<file path="src/idll_pkg.sv">
package idll_pkg;

  typedef enum logic [2:0] {
    OP_APPEND  = 3'd0,
    OP_PREPEND = 3'd1,
    OP_BEFORE  = 3'd2,
    OP_AFTER   = 3'd3,
    OP_REMOVE  = 3'd4,
    OP_MEMBER  = 3'd5,
    OP_CLEAR   = 3'd6
  } opcode_e;

  // Separate write enables for the two link fields of one memory word.
  typedef struct packed {
    logic we_a;
    logic we_b;
  } field_we_t;

  localparam int unsigned InDataW  = 32;
  localparam int unsigned OutDataW = 8;

endpackage

</file>
<file path="src/idll_link_ram.sv">
module idll_link_ram import idll_pkg::*; #(
  parameter int unsigned DEPTH = 256,
  parameter int unsigned DATA_W = 9,
  localparam int unsigned AW = (DEPTH > 1) ? $clog2(DEPTH) : 1
) (
  input  logic              clk_i,
  input  field_we_t         we_i,
  input  logic [AW-1:0]     waddr_i,
  input  logic [DATA_W-1:0] wdata_a_i,
  input  logic [DATA_W-1:0] wdata_b_i,
  input  logic [AW-1:0]     raddr_i,
  output logic [DATA_W-1:0] rdata_a_o,
  output logic [DATA_W-1:0] rdata_b_o
);

  logic [2*DATA_W-1:0] mem_q [DEPTH];
  logic [2*DATA_W-1:0] rdata_q;

  always_ff @(posedge clk_i) begin
    if (we_i.we_a) begin
      mem_q[waddr_i][2*DATA_W-1:DATA_W] <= wdata_a_i;
    end
    if (we_i.we_b) begin
      mem_q[waddr_i][DATA_W-1:0] <= wdata_b_i;
    end
    rdata_q <= mem_q[raddr_i];
  end

  assign rdata_a_o = rdata_q[2*DATA_W-1:DATA_W];
  assign rdata_b_o = rdata_q[DATA_W-1:0];

endmodule

</file>
<file path="config.mk">
export PLATFORM = sky130hd
export DESIGN_NAME = idll_link_ram
export DESIGN_NICKNAME = d
export VERILOG_FILES = /design/src/idll_pkg.sv /design/src/idll_link_ram.sv
export SDC_FILE = /design/constraint.sdc
export NUM_CORES = 2
export LEC_CHECK = 0
export BUFFER_PORTS_ARGS = -buffer_cell sky130_fd_sc_hd__buf_4
export CAP_MARGIN = 40
export CORE_UTILIZATION = 30
export CTS_CLUSTER_SIZE = 12
export DETAILED_ROUTE_END_ITERATION = 16
export PLACE_DENSITY = 0.41
export SETUP_SLACK_MARGIN = 0.1
export SLEW_MARGIN = 20
export SYNTH_ARGS = -nofsm -noshare
export SYNTH_HDL_FRONTEND = slang
export SYNTH_MEMORY_MAX_BITS = 65536
export SYNTH_SLANG_ARGS = --single-unit
</file>
<file path="constraint.sdc">
create_clock -name clk_i -period 6 [get_ports clk_i]
set_input_delay 0.6 -clock clk_i [delete_from_list [all_inputs] [get_ports clk_i]]
set_output_delay 0.6 -clock clk_i [all_outputs]
set_load 0.02 [all_outputs]
</file>
==> results.tsv <==
metric	value	unit
power.density	334	nW/um2
crit_path_cell_trace	buf_8 -> buf_12 -> buf_4 -> mux4_2 -> mux4_2 -> a22oi_1 -> nand3_1 -> and3_1	
nets	9437	
critPathLaunchType	input port	
dp_hpwl	352	mm
postSynthNetCount	8604	
grt_pass1_wl	768	mm
cts_resized	0	
hold_class	in -> reg	
status	finished clean	
vias_per_cell	5.09	
wirelength	557	mm
tns	0	ns
die-height	775	um
numCtsBuffers	532	
core	595000	um2
skew	0.0660	ns
rsz0062_at_grt	false	
clkTransAtPathRegs	0.06	ns
post_cts_buffers	0	
drt_pass1_iterations	5	
grt_start_max_net_pins	190	
wl_per_cell	31.5	um
ctsRootBufferMaster	clkbuf_16	
grt_antenna_before_repair	47	
synth.yosys.seq_area_share	77.4	%
power_leakage	66.7	nW
start_util	30.2	%
min_period	3.65	ns
peakVddDrop	0.308	mV
postRouteAntennaNets	0	
cts-htree-levels	6	
path_common_cell	mux4_2	
drc_errors	0	
synthDistinctLibCells	50	
maxCapViolations	0	
crit_required	6.93	ns
groute.usage.overall	18.1	%
stdcell_count	17695	
period_share	60.8	%
final_area	211000	um2
mostFrequentLayoutCell	edfxtp_1	
synth_cells	8567	
io_buffers	54	
syn_area	179000	um2
yosys_warnings	0	
die_w	775	um
ys_ff_latch	4626	
grt_pass1_vias	92869	
drive_above_1_share	27.2	%
synth_async_sr_flop_share	0	%
fmax	274	MHz
postSynthAreaPerCell	20.9	um2
setup_viol	0	
place_area	194000	um2
hold_viol	0	
clock_latency	1.07	ns
finalPower	0.0705	W
crit_fanout	73	
maxSlewViolCount	0	
crit_path_end_kind	flip-flop	
fin_util	35.5	%
clock_path_buffers	4	
pin_count	55	
dieArea	601000	um2
finalWeightedCongestion	0.795	
worst_pin_slew	1.18	ns
cts_tree	yes	
critPathMaxStageDelay	0.63	ns
dp_cells	16661	
nFillCells	54786	
layout_common_cells	4608 x edfxtp_1, 977 x mux4_2, 685 x buf_4	
crit_slowest_cell	nand3_1	
vias	90035	
synth-edff-count	4608	
worstPathArrival	4.58	ns
syn_to_final_growth	17.7	%
crit_type	in -> reg	
ys.flop_type	edfxtp_1	
clock_sinks	4626	
grt_overflow_total	0	
max_slew_margin	21.7	%
row_count	283	
dr.first_iter.drc_count	8569	
[synthesized netlist by cell type, drive strengths merged, types with 51 or more instances]
library cell / instances / area, um2
a211oi: 51 / 383
a21oi: 126 / 631
a22oi: 74 / 556
buf: 279 / 1820
clkbuf: 258 / 968
edfxtp: 4608 / 138000
mux2: 60 / 676
mux2i: 492 / 4920
mux4: 977 / 22000
nand2: 183 / 687
nand3: 84 / 420
nor2: 613 / 2300
nor3: 88 / 440
o21ai: 89 / 445
o221ai: 148 / 1300
o22ai: 156 / 976
[stage by stage]
stage | setup slack, ns | hold slack, ns
after floorplan | 3.05 | 0.699
after global placement | 0.288 | 1.06
after detailed placement | 1.45 | 1.05
after CTS | 2.58 | 0.00146
after global routing | 2.37 | 0.0522
final | 2.35 | 0.0605
[repair_timing]
item,CTS,global route
hold endpoints to repair,67,24
endpoints found under the setup margin,0,0
hold buffers,4,1
[cell type report]
class	instances	area, um2	share of cell area, %
multi-input combinational	3399	38100	18.0
sequential	4626	139000	65.8
clock buffer	679	14300	6.76
antenna	45	113	0.0534
timing repair buffer	836	7640	3.62
inverter	5	35.0	0.0166
tap	7837	9810	4.65
clock inverter	268	2340	1.11
[flip-flops by register name, summed over array words and instances (netlist names)]
name / cells
mem_q: 4608
rdata_q: 18
[final timing paths]
kind,from,end,slack (ns),depth (start not counted)
setup reg to reg,mem_q[24][12],rdata_q[12],2.91,5
hold reg to reg,mem_q[160][16],rdata_q[16],1.08,5
setup / recovery,raddr_i[1],rdata_q[15],2.35,8
hold / removal,wdata_b_i[6],mem_q[124][6],0.06,1
[worst max-delay path, delay by kind of cell]
family	cells	cell delay, ns
compound gates	1	0.42
mux	2	0.87
simple gates	2	1.05
buf+inv	3	1.28
[logic make-up (layout without fill, tap and decap cells)]
| family | after synthesis | count (layout) | share of synthesized area (%) |
|---|---|---|---|
| buf+inv | 542 | 1788 | 1.57 |
| compound gates | 756 | 756 | 2.94 |
| mux | 1529 | 1529 | 15.4 |
| simple gates | 1114 | 1114 | 2.70 |
| flops | 4626 | 4626 | 77.4 |
| other cells | 0 | 45 | 0 |
[layer usage]
layer	track usage (%)	share of wire, %	routed length (um)
met5	0	0.014	79
met4	4.15	2.3	13100
met3	3.20	5.7	31600
met2	30.5	49	274000
met1	24.4	43	238000
[power by group]
| part | switching (W) | internal, W | total [W] |
|---|---|---|---|
| logic | 0.00247 | 0.00119 | 0.00366 |
| clock network | 0.0132 | 0.0179 | 0.0311 |
| registers | 0.0000746 | 0.0356 | 0.0357 |
| total | 0.0158 | 0.0547 | 0.0705 |
Note: power is estimated with default switching activity, not from simulation.
